[config.mk]
export PLATFORM = sky130hd
export DESIGN_NAME = gb18030_gbk_stream_validator_unit
export DESIGN_NICKNAME = d
export VERILOG_FILES = /design/src/hdl/gbkv_pkg.sv /design/src/hdl/gbkv_char_fsm.sv /design/src/hdl/gb18030_gbk_stream_validator_unit.sv
export SDC_FILE = /design/constraint.sdc
export NUM_CORES = 1
export LEC_CHECK = 0
export ABC_AREA = 1
export BUFFER_PORTS_ARGS = -buffer_cell sky130_fd_sc_hd__buf_2
export CAP_MARGIN = 20
export CORE_ASPECT_RATIO = 0.7
export CORE_MARGIN = 10
export CORE_UTILIZATION = 64
export DETAILED_ROUTE_END_ITERATION = 12
export PLACE_DENSITY_LB_ADDON = 0.1
export SYNTH_ARGS = -nofsm -noshare
export SYNTH_HDL_FRONTEND = slang
export SYNTH_SLANG_ARGS = --single-unit
[constraint.sdc]
create_clock -name clk_i -period 3.8 [get_ports clk_i]
set_input_delay 0.57 -clock clk_i [delete_from_list [all_inputs] [get_ports clk_i]]
set_output_delay 0.57 -clock clk_i [all_outputs]
set_load 0.05 [all_outputs]
[src/hdl/gbkv_pkg.sv]
`default_nettype none

package gbkv_pkg;

  // Width of the reported length field
  localparam int unsigned LenW = 24;

  typedef enum logic [1:0] {
    ST_OK        = 2'd0,
    ST_INVALID   = 2'd1,
    ST_FOUR_BYTE = 2'd2,
    ST_NUL       = 2'd3
  } status_e;

  typedef enum logic [1:0] {
    PH_LEAD   = 2'd0,
    PH_SECOND = 2'd1,
    PH_THIRD  = 2'd2,
    PH_FOURTH = 2'd3
  } phase_e;

  // Byte class bounds
  localparam logic [7:0] DigitLo = 8'h30;
  localparam logic [7:0] DigitHi = 8'h39;
  localparam logic [7:0] TrailLo = 8'h40;
  localparam logic [7:0] TrailHi = 8'h7e;
  localparam logic [7:0] HighLo  = 8'h80;
  localparam logic [7:0] ExtLo   = 8'h81;
  localparam logic [7:0] HighHi  = 8'hfe;

  typedef struct packed {
    logic [LenW-1:0] length;
    status_e         status;
  } result_t;

endpackage

`default_nettype wire

[src/hdl/gbkv_char_fsm.sv]
`default_nettype none

module gbkv_char_fsm #(
  parameter int unsigned COUNT_WIDTH = 24
) (
  input  wire logic                clk_i,
  input  wire logic                rst_ni,
  input  wire logic                step_i,
  input  wire logic [7:0]          data_byte_i,
  input  wire logic                end_of_string_i,
  input  wire logic                stop_at_nul_i,
  output gbkv_pkg::result_t        result_o
);

  localparam int unsigned ExtW =
    (COUNT_WIDTH > gbkv_pkg::LenW) ? COUNT_WIDTH : gbkv_pkg::LenW;

  logic [COUNT_WIDTH-1:0] cnt_q, cnt_d;
  logic [COUNT_WIDTH-1:0] start_q, start_d;
  gbkv_pkg::phase_e       phase_q, phase_d;
  gbkv_pkg::status_e      stop_q, stop_d;
  logic                   ext_q, ext_d;   // lead byte >= 0x81

  logic                   is_digit, is_trail, is_high;
  gbkv_pkg::status_e      fin_status;
  logic [COUNT_WIDTH-1:0] len_cnt;
  logic [ExtW-1:0]        len_ext;

  assign is_digit = (data_byte_i >= gbkv_pkg::DigitLo) && (data_byte_i <= gbkv_pkg::DigitHi);
  assign is_trail = (data_byte_i >= gbkv_pkg::TrailLo) && (data_byte_i <= gbkv_pkg::TrailHi);
  assign is_high  = (data_byte_i >= gbkv_pkg::ExtLo) && (data_byte_i <= gbkv_pkg::HighHi);

  assign cnt_d = (cnt_q == {COUNT_WIDTH{1'b1}}) ? cnt_q : cnt_q + COUNT_WIDTH'(1);

  // next state
  always_comb begin
    phase_d = phase_q;
    stop_d  = stop_q;
    start_d = start_q;
    ext_d   = ext_q;
    if (stop_q == gbkv_pkg::ST_OK) begin
      case (phase_q)
        gbkv_pkg::PH_LEAD: begin
          start_d = cnt_q;
          if (!data_byte_i[7]) begin
            if ((data_byte_i == 8'h00) && stop_at_nul_i) begin
              stop_d = gbkv_pkg::ST_NUL;
            end
          end else if (data_byte_i == 8'hff) begin
            stop_d = gbkv_pkg::ST_INVALID;
          end else begin
            ext_d   = (data_byte_i != gbkv_pkg::HighLo);
            phase_d = gbkv_pkg::PH_SECOND;
          end
        end
        gbkv_pkg::PH_SECOND: begin
          if (is_digit) begin
            if (ext_q) begin
              phase_d = gbkv_pkg::PH_THIRD;
            end else begin
              stop_d = gbkv_pkg::ST_INVALID;
            end
          end else if (is_trail || is_high || (data_byte_i == gbkv_pkg::HighLo)) begin
            phase_d = gbkv_pkg::PH_LEAD;
          end else begin
            stop_d = gbkv_pkg::ST_INVALID;
          end
        end
        gbkv_pkg::PH_THIRD: begin
          if (is_high) begin
            phase_d = gbkv_pkg::PH_FOURTH;
          end else begin
            stop_d = gbkv_pkg::ST_INVALID;
          end
        end
        gbkv_pkg::PH_FOURTH: begin
          stop_d = is_digit ? gbkv_pkg::ST_FOUR_BYTE : gbkv_pkg::ST_INVALID;
        end
        default: begin
          stop_d = gbkv_pkg::ST_INVALID;
        end
      endcase
    end
  end

  // result for a final byte; truncated character reads as invalid
  always_comb begin
    fin_status = stop_d;
    if ((stop_d == gbkv_pkg::ST_OK) && (phase_d != gbkv_pkg::PH_LEAD)) begin
      fin_status = gbkv_pkg::ST_INVALID;
    end
    len_cnt  = (fin_status != gbkv_pkg::ST_OK) ? start_d : cnt_d;
    len_ext  = ExtW'(len_cnt);
    result_o = '{length: len_ext[gbkv_pkg::LenW-1:0], status: fin_status};
  end

  always_ff @(posedge clk_i or negedge rst_ni) begin
    if (!rst_ni) begin
      cnt_q   <= '0;
      start_q <= '0;
      phase_q <= gbkv_pkg::PH_LEAD;
      stop_q  <= gbkv_pkg::ST_OK;
      ext_q   <= 1'b0;
    end else if (step_i) begin
      if (end_of_string_i) begin
        cnt_q   <= '0;
        start_q <= '0;
        phase_q <= gbkv_pkg::PH_LEAD;
        stop_q  <= gbkv_pkg::ST_OK;
        ext_q   <= 1'b0;
      end else begin
        cnt_q   <= cnt_d;
        start_q <= start_d;
        phase_q <= phase_d;
        stop_q  <= stop_d;
        ext_q   <= ext_d;
      end
    end
  end

  a_eos_clears: assert property (@(posedge clk_i) disable iff (!rst_ni)
    step_i && end_of_string_i |=>
      (phase_q == gbkv_pkg::PH_LEAD) && (stop_q == gbkv_pkg::ST_OK) && (cnt_q == '0))
    else $error("string state not cleared after final byte");

  a_stop_sticky: assert property (@(posedge clk_i) disable iff (!rst_ni)
    step_i && !end_of_string_i && (stop_q != gbkv_pkg::ST_OK) |=> $stable(stop_q))
    else $error("stop code changed mid-string");

  a_stop_freezes_char: assert property (@(posedge clk_i) disable iff (!rst_ni)
    step_i && !end_of_string_i && (stop_q != gbkv_pkg::ST_OK) |=>
      $stable(phase_q) && $stable(start_q))
    else $error("character state moved after a stop");

endmodule

`default_nettype wire

[src/hdl/gb18030_gbk_stream_validator_unit.sv]
// GB18030 / GBK stream validator.
//
// Input channel (in_valid_i / in_ready_o): one string byte per word, with
// end_of_string_i high on the last byte. Multi-byte structure is checked per
// character (ASCII, two-byte, four-byte); checking stops at the first invalid
// or four-byte character, or at a NUL lead byte while stop_at_nul is set.
// Output channel (out_valid_o / out_ready_i): one word per string, on its
// last byte: accepted_length_o and status_o (0 ok, 1 invalid, 2 four-byte,
// 3 NUL). Other bytes produce no output word.
// Config: cfg_we_i writes cfg_wdata_i into stop_at_nul (reset value 1);
// write only while the block is idle.
// Throughput: one byte per clock while no final byte waits on a held result
// register. A final byte passes the input register, then loads the result
// register, which raises out_valid_o.
// Stalls: while the result register is held by out_ready_i low, non-final
// bytes keep flowing; a final byte waits in the input register, and
// in_ready_o drops until the result is taken.
// Reset (rst_ni, async, active low) clears both registers' valid flags and
// the per-string state, and sets stop_at_nul.
`default_nettype none

module gb18030_gbk_stream_validator_unit #(
  parameter int unsigned COUNT_WIDTH = 24
) (
  input  wire logic                        clk_i,
  input  wire logic                        rst_ni,
  input  wire logic                        cfg_we_i,
  input  wire logic                        cfg_wdata_i,
  input  wire logic                        in_valid_i,
  output      logic                        in_ready_o,
  input  wire logic [7:0]                  data_byte_i,
  input  wire logic                        end_of_string_i,
  output      logic                        out_valid_o,
  input  wire logic                        out_ready_i,
  output      logic [gbkv_pkg::LenW-1:0]   accepted_length_o,
  output      logic [1:0]                  status_o
);

  logic              stop_at_nul_q;

  // input register
  logic              in_valid_q;
  logic [7:0]        data_q;
  logic              eos_q;

  // result register
  logic              out_valid_q;
  gbkv_pkg::result_t res_q;
  gbkv_pkg::result_t res_d;

  logic              out_free;
  logic              consume;

  assign out_free   = !out_valid_q || out_ready_i;
  // a final byte needs a free result slot; other bytes go straight through
  assign consume    = in_valid_q && (!eos_q || out_free);
  assign in_ready_o = !in_valid_q || consume;

  always_ff @(posedge clk_i or negedge rst_ni) begin
    if (!rst_ni) begin
      stop_at_nul_q <= 1'b1;
    end else if (cfg_we_i) begin
      stop_at_nul_q <= cfg_wdata_i;
    end
  end

  always_ff @(posedge clk_i or negedge rst_ni) begin
    if (!rst_ni) begin
      in_valid_q <= 1'b0;
    end else if (in_ready_o) begin
      in_valid_q <= in_valid_i;
    end
  end

  always_ff @(posedge clk_i) begin
    if (in_ready_o && in_valid_i) begin
      data_q <= data_byte_i;
      eos_q  <= end_of_string_i;
    end
  end

  gbkv_char_fsm #(
    .COUNT_WIDTH(COUNT_WIDTH)
  ) u_char_fsm (
    .clk_i          (clk_i),
    .rst_ni         (rst_ni),
    .step_i         (consume),
    .data_byte_i    (data_q),
    .end_of_string_i(eos_q),
    .stop_at_nul_i  (stop_at_nul_q),
    .result_o       (res_d)
  );

  always_ff @(posedge clk_i or negedge rst_ni) begin
    if (!rst_ni) begin
      out_valid_q <= 1'b0;
    end else if (consume && eos_q) begin
      out_valid_q <= 1'b1;
    end else if (out_ready_i) begin
      out_valid_q <= 1'b0;
    end
  end

  always_ff @(posedge clk_i) begin
    if (consume && eos_q) begin
      res_q <= res_d;
    end
  end

  assign out_valid_o       = out_valid_q;
  assign accepted_length_o = res_q.length;
  assign status_o          = res_q.status;

  a_final_loads_out: assert property (@(posedge clk_i) disable iff (!rst_ni)
    consume && eos_q |=> out_valid_q)
    else $error("final byte consumed without a result word");

  a_no_overwrite: assert property (@(posedge clk_i) disable iff (!rst_ni)
    out_valid_q && !out_ready_i |-> !(consume && eos_q))
    else $error("pending result overwritten");

  a_in_hold: assert property (@(posedge clk_i) disable iff (!rst_ni)
    in_valid_q && !in_ready_o |=> in_valid_q && $stable(data_q) && $stable(eos_q))
    else $error("input register lost a stalled word");

  a_stall_only_final: assert property (@(posedge clk_i) disable iff (!rst_ni)
    !in_ready_o |-> in_valid_q && eos_q && out_valid_q)
    else $error("input stalled without a pending result");

endmodule

`default_nettype wire

# Word level (Yosys, flattened, before mapping)

Cells that the tools add are included.
Widths: inputs -> output; s select.

Register bits: 91
Input bits: 15
Output and inout bits: 28
Logic and storage cells: 88

Add/subtract/negate cells: 1
Order comparisons: 6
Equal/unequal tests: 8
Mux-type cells: 34
Reduce and logical (&&, ||, !) cells: 27

Operators with widths:

| cell                  | count |
|---|---|
| $mux 24               | 6 |
| $mux 2                | 19 |
| $add 24x1->24 const B | 1 |
| $eq 24x24->1 const B  | 1 |
| $eq 8x8->1 const B    | 2 |
| $reduce_bool 2->1     | 6 |
| $ge 8x6->1 const B    | 1 |
| $ge 8x7->1 const B    | 1 |
| $ge 8x8->1 const B    | 1 |
| $le 8x6->1 const B    | 1 |
| $le 8x7->1 const B    | 1 |
| $le 8x8->1 const B    | 1 |
| $logic_and 1x1->1     | 8 |
| $logic_not 8->1       | 1 |
| $ne 8x8->1 const B    | 1 |
| $pmux 2 s4            | 1 |
| $mux 1                | 7 |
| $logic_not 2->1       | 3 |
| $pmux 2 s3            | 1 |
| $logic_or 1x1->1      | 5 |
| $reduce_and 5->1      | 1 |
| $eq 2x2->1 const B    | 2 |
| $logic_not 1->1       | 3 |
| $eq 2x1->1 const B    | 1 |
| $ne 2x2->1 const B    | 1 |

# Depth between registers and ports, before layout

Word-level depth: 13
Depth in mapped cells: 13
Depth with buffers taken out: 12

# Hierarchy

From an unflattened synthesis, not the netlist that was laid out.

Cell total of the unflattened synthesis: 628
Area total of the unflattened synthesis: 4,914.7 µm²

Modules (own cells, without submodules):

| module                            | instances | cells each | area an instance (µm²) | seq. area each (µm²) |
|---|---|---|---|---|
| gbkv_char_fsm                     | 1         | 574        | 3,714.8                | 1,326.3 |
| gb18030_gbk_stream_validator_unit | 1         | 54         | 1,199.9                | 1,127.3 |

# Least setup slack after synthesis

OpenSTA, ideal clock, no wires.

Kind: register to register
Start point: register out_valid_q, in the netlist out_valid_o
End point: register res_q (netlist bit accepted_length_o[0]), enable pin
Library setup time: 381 ps
Arrival: 1,639 ps
Data required time: 3,419 ps
Slack: 1,780 ps
Stages on the path, launching flop included: 6
Buffers on the path: 0
Cell sequence: dfrtp_1 nand3_1 nand2_1 inv_1 nand2_1 inv_1

Longest elaborated chain between the ends: 5

Ends and longest elaborated chain:

| what                     | line                                     | source |
|---|---|---|
| start: declaration       | gb18030_gbk_stream_validator_unit.sv:47  | `logic out_valid_q;` |
| start signal: assignment | gb18030_gbk_stream_validator_unit.sv:96  | `out_valid_q <= 1'b0;` |
| start signal: assignment | gb18030_gbk_stream_validator_unit.sv:98  | `out_valid_q <= 1'b1;` |
| start signal: assignment | gb18030_gbk_stream_validator_unit.sv:100 | `out_valid_q <= 1'b0;` |
| $logic_not 1->1          | gb18030_gbk_stream_validator_unit.sv:54  | `assign out_free = !out_valid_q \|\| out_ready_i;` |
| $logic_or 1x1->1         | gb18030_gbk_stream_validator_unit.sv:54  |  |
| $logic_or 1x1->1         | gb18030_gbk_stream_validator_unit.sv:56  | `assign consume = in_valid_q && (!eos_q \|\| out_free);` |
| $logic_and 1x1->1        | gb18030_gbk_stream_validator_unit.sv:56  |  |
| $logic_and 1x1->1        | gb18030_gbk_stream_validator_unit.sv:105 | `if (consume && eos_q) begin` |
| end signal: assignment   | gb18030_gbk_stream_validator_unit.sv:106 | `res_q <= res_d;` |
| end: declaration         | gb18030_gbk_stream_validator_unit.sv:48  | `gbkv_pkg::result_t res_q;` |

Every way passes these cells.
A chain may end at the register's enable or synchronous reset.

==> results.py <==
metrics = {
    "run": {
        "maxCapViolCount": 0,
    },
    "cells_and_area": {
        "final_util": 0.727,
        "n_fill_cell": 603,
        "regArea_um2": 2450,
        "antennaDiodeCount": 0,
        "drive_gt1_frac": 0.130,
        "layout.nets": 667,
        "multi_input_area_um2": 1960,
        "synthToLayoutAreaGrowth_pct": 9.24,
    },
    "clock_tree": {
        "cts_tree": "yes",
        "cts_resized": 0,
        "clk_path_buf_depth": 2,
        "cts_setup_buffers": 0,
        "cts.sinks": 91,
        "htreeDepth": 3,
        "cts-root-buf": "clkbuf_8",
        "cts-buffers-inserted": 9,
        "path_clk_slew_ns": 0.09,
        "cts_hold_buf": 0,
        "clock_latency_ns": 0.36,
    },
    "setup_path": {
        "critPathBufInv": 2,
        "slowest_delay_ns": 0.49,
        "setup.worst_path.end_class": "register",
        "start_kind": "register",
        "crit_chain": "inv_2, nand2_1, nor2_2, nand3_1, nand3_1, nand4_2, a21oi_4, buf_4, nand3_4, nand2_1, nand2_1",
        "critical_path.top_delay_family": "simple AND/OR/NAND/NOR gates",
        "arrival_ns": 2.57,
        "required_ns": 3.92,
        "crit_top_cell": "nand2_1",
        "cp_slowest_cell": "edfxtp_1",
        "critical_path.startpoint": "data_q[7]",
        "r2r_start": "data_q[7]",
        "critPathKind": "register to register",
        "worstPathMaxFanout": 26,
    },
    "placed_design": {
        "gp_congestion": 0.962,
        "dp.final_hpwl_um": 8100,
        "port_buffers": 42,
    },
    "timing": {
        "fin_setup_tns_ns": 0,
        "fin_crit_sh": 0.645,
        "slew_headroom": 0.378,
        "maxSlewViolCount": 0,
        "setup_viol": 0,
        "layout_min_cycle_time_ns": 2.45,
        "rsz0062_at_grt": "no",
        "fmax_mhz": 408,
        "skew_ns": 0.00830,
        "holdWs_ns": 0.346,
        "worstMarginPinSlew_ns": 0.933,
        "hold_violations": 0,
    },
    "grt": {
        "grt_pass1_wl_um": 20000,
        "grt_antenna_before_repair": 0,
        "grt_usage": 0.204,
        "gr-usage-met3": 0.0485,
        "grt_use_met2": 0.335,
        "busiest_layer": "met2",
        "grt_remaining_overflow": 0,
        "first_global_vias": 4110,
        "grt_use_met1": 0.269,
        "grt_max_degree": 50,
    },
    "drt": {
        "routed_wl_um": 11700,
        "via_per_inst": 5.66,
        "wire_per_inst_um": 15.6,
        "vias": 4267,
        "drc": 0,
        "drt_pass1_iterations": 6,
        "ant_nets": 0,
        "drt_iter0_drc": 342,
    },
    "yosys": {
        "synth_cells": 613,
        "synth_area_per_cell_um2": 7.98,
        "ys_seq_area_frac": 0.502,
        "ys.flop_type": "dfrtp_1",
        "synth_cell_types": 32,
        "synth_async_sr_flop_share": 0.615,
        "syn_area_um2": 4890,
        "synth_edf_count": 35,
        "yosysWarnings": 0,
        "syn_nets": 629,
        "synth_seq_cells": 91,
    },
    "die": {
        "die_h_um": 93.1,
        "pin_count": 43,
        "die_w_um": 124,
        "start_util": 0.665,
        "dieArea_um2": 11600,
        "rows": 26,
        "design.core.area_um2": 7350,
    },
    "power": {
        "power_density_nw_per_um2": 643,
        "p_leak_uw": 0.00260,
        "ir_drop_mv": 0.397,
    },
    "status": {
        "status": "finished, final reports clean",
    },
    "min_path": {
        "holdCritPathClass": "input pin to asynchronous set/reset pin",
    },
}
[Yosys cell counts, types with 2 or more instances]
| library cell | count | area share |
|---|---|---|
| a21oi_1 | 5 | 0.0051 |
| nor3_1 | 7 | 0.0072 |
| clkbuf_1 | 11 | 0.0084 |
| nand2_1 | 188 | 0.14 |
| o22ai_1 | 25 | 0.032 |
| a22o_1 | 2 | 0.0036 |
| inv_1 | 93 | 0.071 |
| nor2_4 | 2 | 0.0046 |
| nor2_1 | 33 | 0.025 |
| edfxtp_1 | 35 | 0.21 |
| inv_2 | 2 | 0.0015 |
| dfrtp_1 | 55 | 0.28 |
| buf_6 | 3 | 0.0069 |
| xor2_1 | 12 | 0.021 |
| nand2_2 | 2 | 0.0026 |
| a21oi_4 | 2 | 0.0067 |
| nand3_1 | 23 | 0.024 |
| o21ai_0 | 55 | 0.056 |
| nor2_2 | 7 | 0.0090 |
| nand4_1 | 31 | 0.040 |
| buf_2 | 9 | 0.0092 |
[area by class of cell]
type	count	share of cell area
inverters	96	0.0674
clock inverters	5	0.00703
flip-flops and latches	91	0.459
clock buffers	11	0.0265
repair buffers	50	0.0506
well taps	98	0.0230
multi-input cells	403	0.366
[final timing paths]
| kind | end | slack [ns] | cells past startpoint |
|---|---|---|---|
| max in group asynchronous | u_char_fsm.start_q[16] | 2.66 | 2 |
| hold reg to reg | stop_at_nul_q | 0.50 | 2 |
| setup / recovery | accepted_length_o[5] | 1.35 | 11 |
| hold / removal | in_valid_q | 0.35 | 1 |
| min in group clk_i | stop_at_nul_q | 0.38 | 2 |
| setup reg to reg | accepted_length_o[5] | 1.35 | 11 |
[power by group]
part / switching (uW) / internal (uW) / total (uW)
clock network: 344 / 258 / 603
registers: 73.7 / 1270 / 1350
logic: 1080 / 405 / 1490
[cells in the final DEF, fill, tap and decap left out, drive strengths merged]
master    count
nand2       190
inv          96
o21ai        56
dfrtp        55
buf          50
nor2         42
edfxtp       35
nand4        32
o22ai        25
nand3        25
xor2         12
clkbuf       11
nor3          8
a21oi         7
clkinv        3
a22o          2
clkinvlp      2
nand3b        1
a211oi        1
o211a         1
ha            1
dfstp         1
[registers in the layout (all words and copies together) (netlist names), 2 cells and up]
signal / cells
accepted_length_o: 24
u_char_fsm.cnt_q: 24
u_char_fsm.start_q: 24
data_q: 8
status_o: 2
u_char_fsm.phase_q: 2
u_char_fsm.stop_q: 2
[cell families after synthesis]
kind of cell	after synthesis	share of synthesized area
AOI/OAI and AO/OA	92	0.108
xor gates and xnor gates	12	0.0215
and+or+nand+nor	298	0.268
adders and majority gates	1	0.00256
DFF	91	0.502
buffers and inverters	119	0.0982
[layer usage]
| layer | wire length, um | part of all wire | vias to the layer above |
|---|---|---|---|
| li1 | - | - | 2069 |
| met1 | 5230 | 0.45 | 1988 |
| met2 | 5380 | 0.46 | 204 |
| met3 | 1060 | 0.091 | 6 |
| met4 | 65 | 0.0055 | 0 |
| met5 | 0 | 0 | - |
[through the flow]
stage / instances / setup WS (ns) / instance area [um2] / power, uW
3_5_place_dp: 738 / 1.24 / 5160 / 2840
4_1_cts: 754 / 1.35 / 5340 / 3450
3_3_place_gp: 738 / 1.37 / 5160 / 2770
6_report: 754 / 1.35 / 5340 / 3440
2_1_floorplan: 613 / 1.78 / 4890 / 2560
5_1_grt: 754 / 1.09 / 5340 / 3690
No activity file was read; power rests on OpenSTA's default activity.
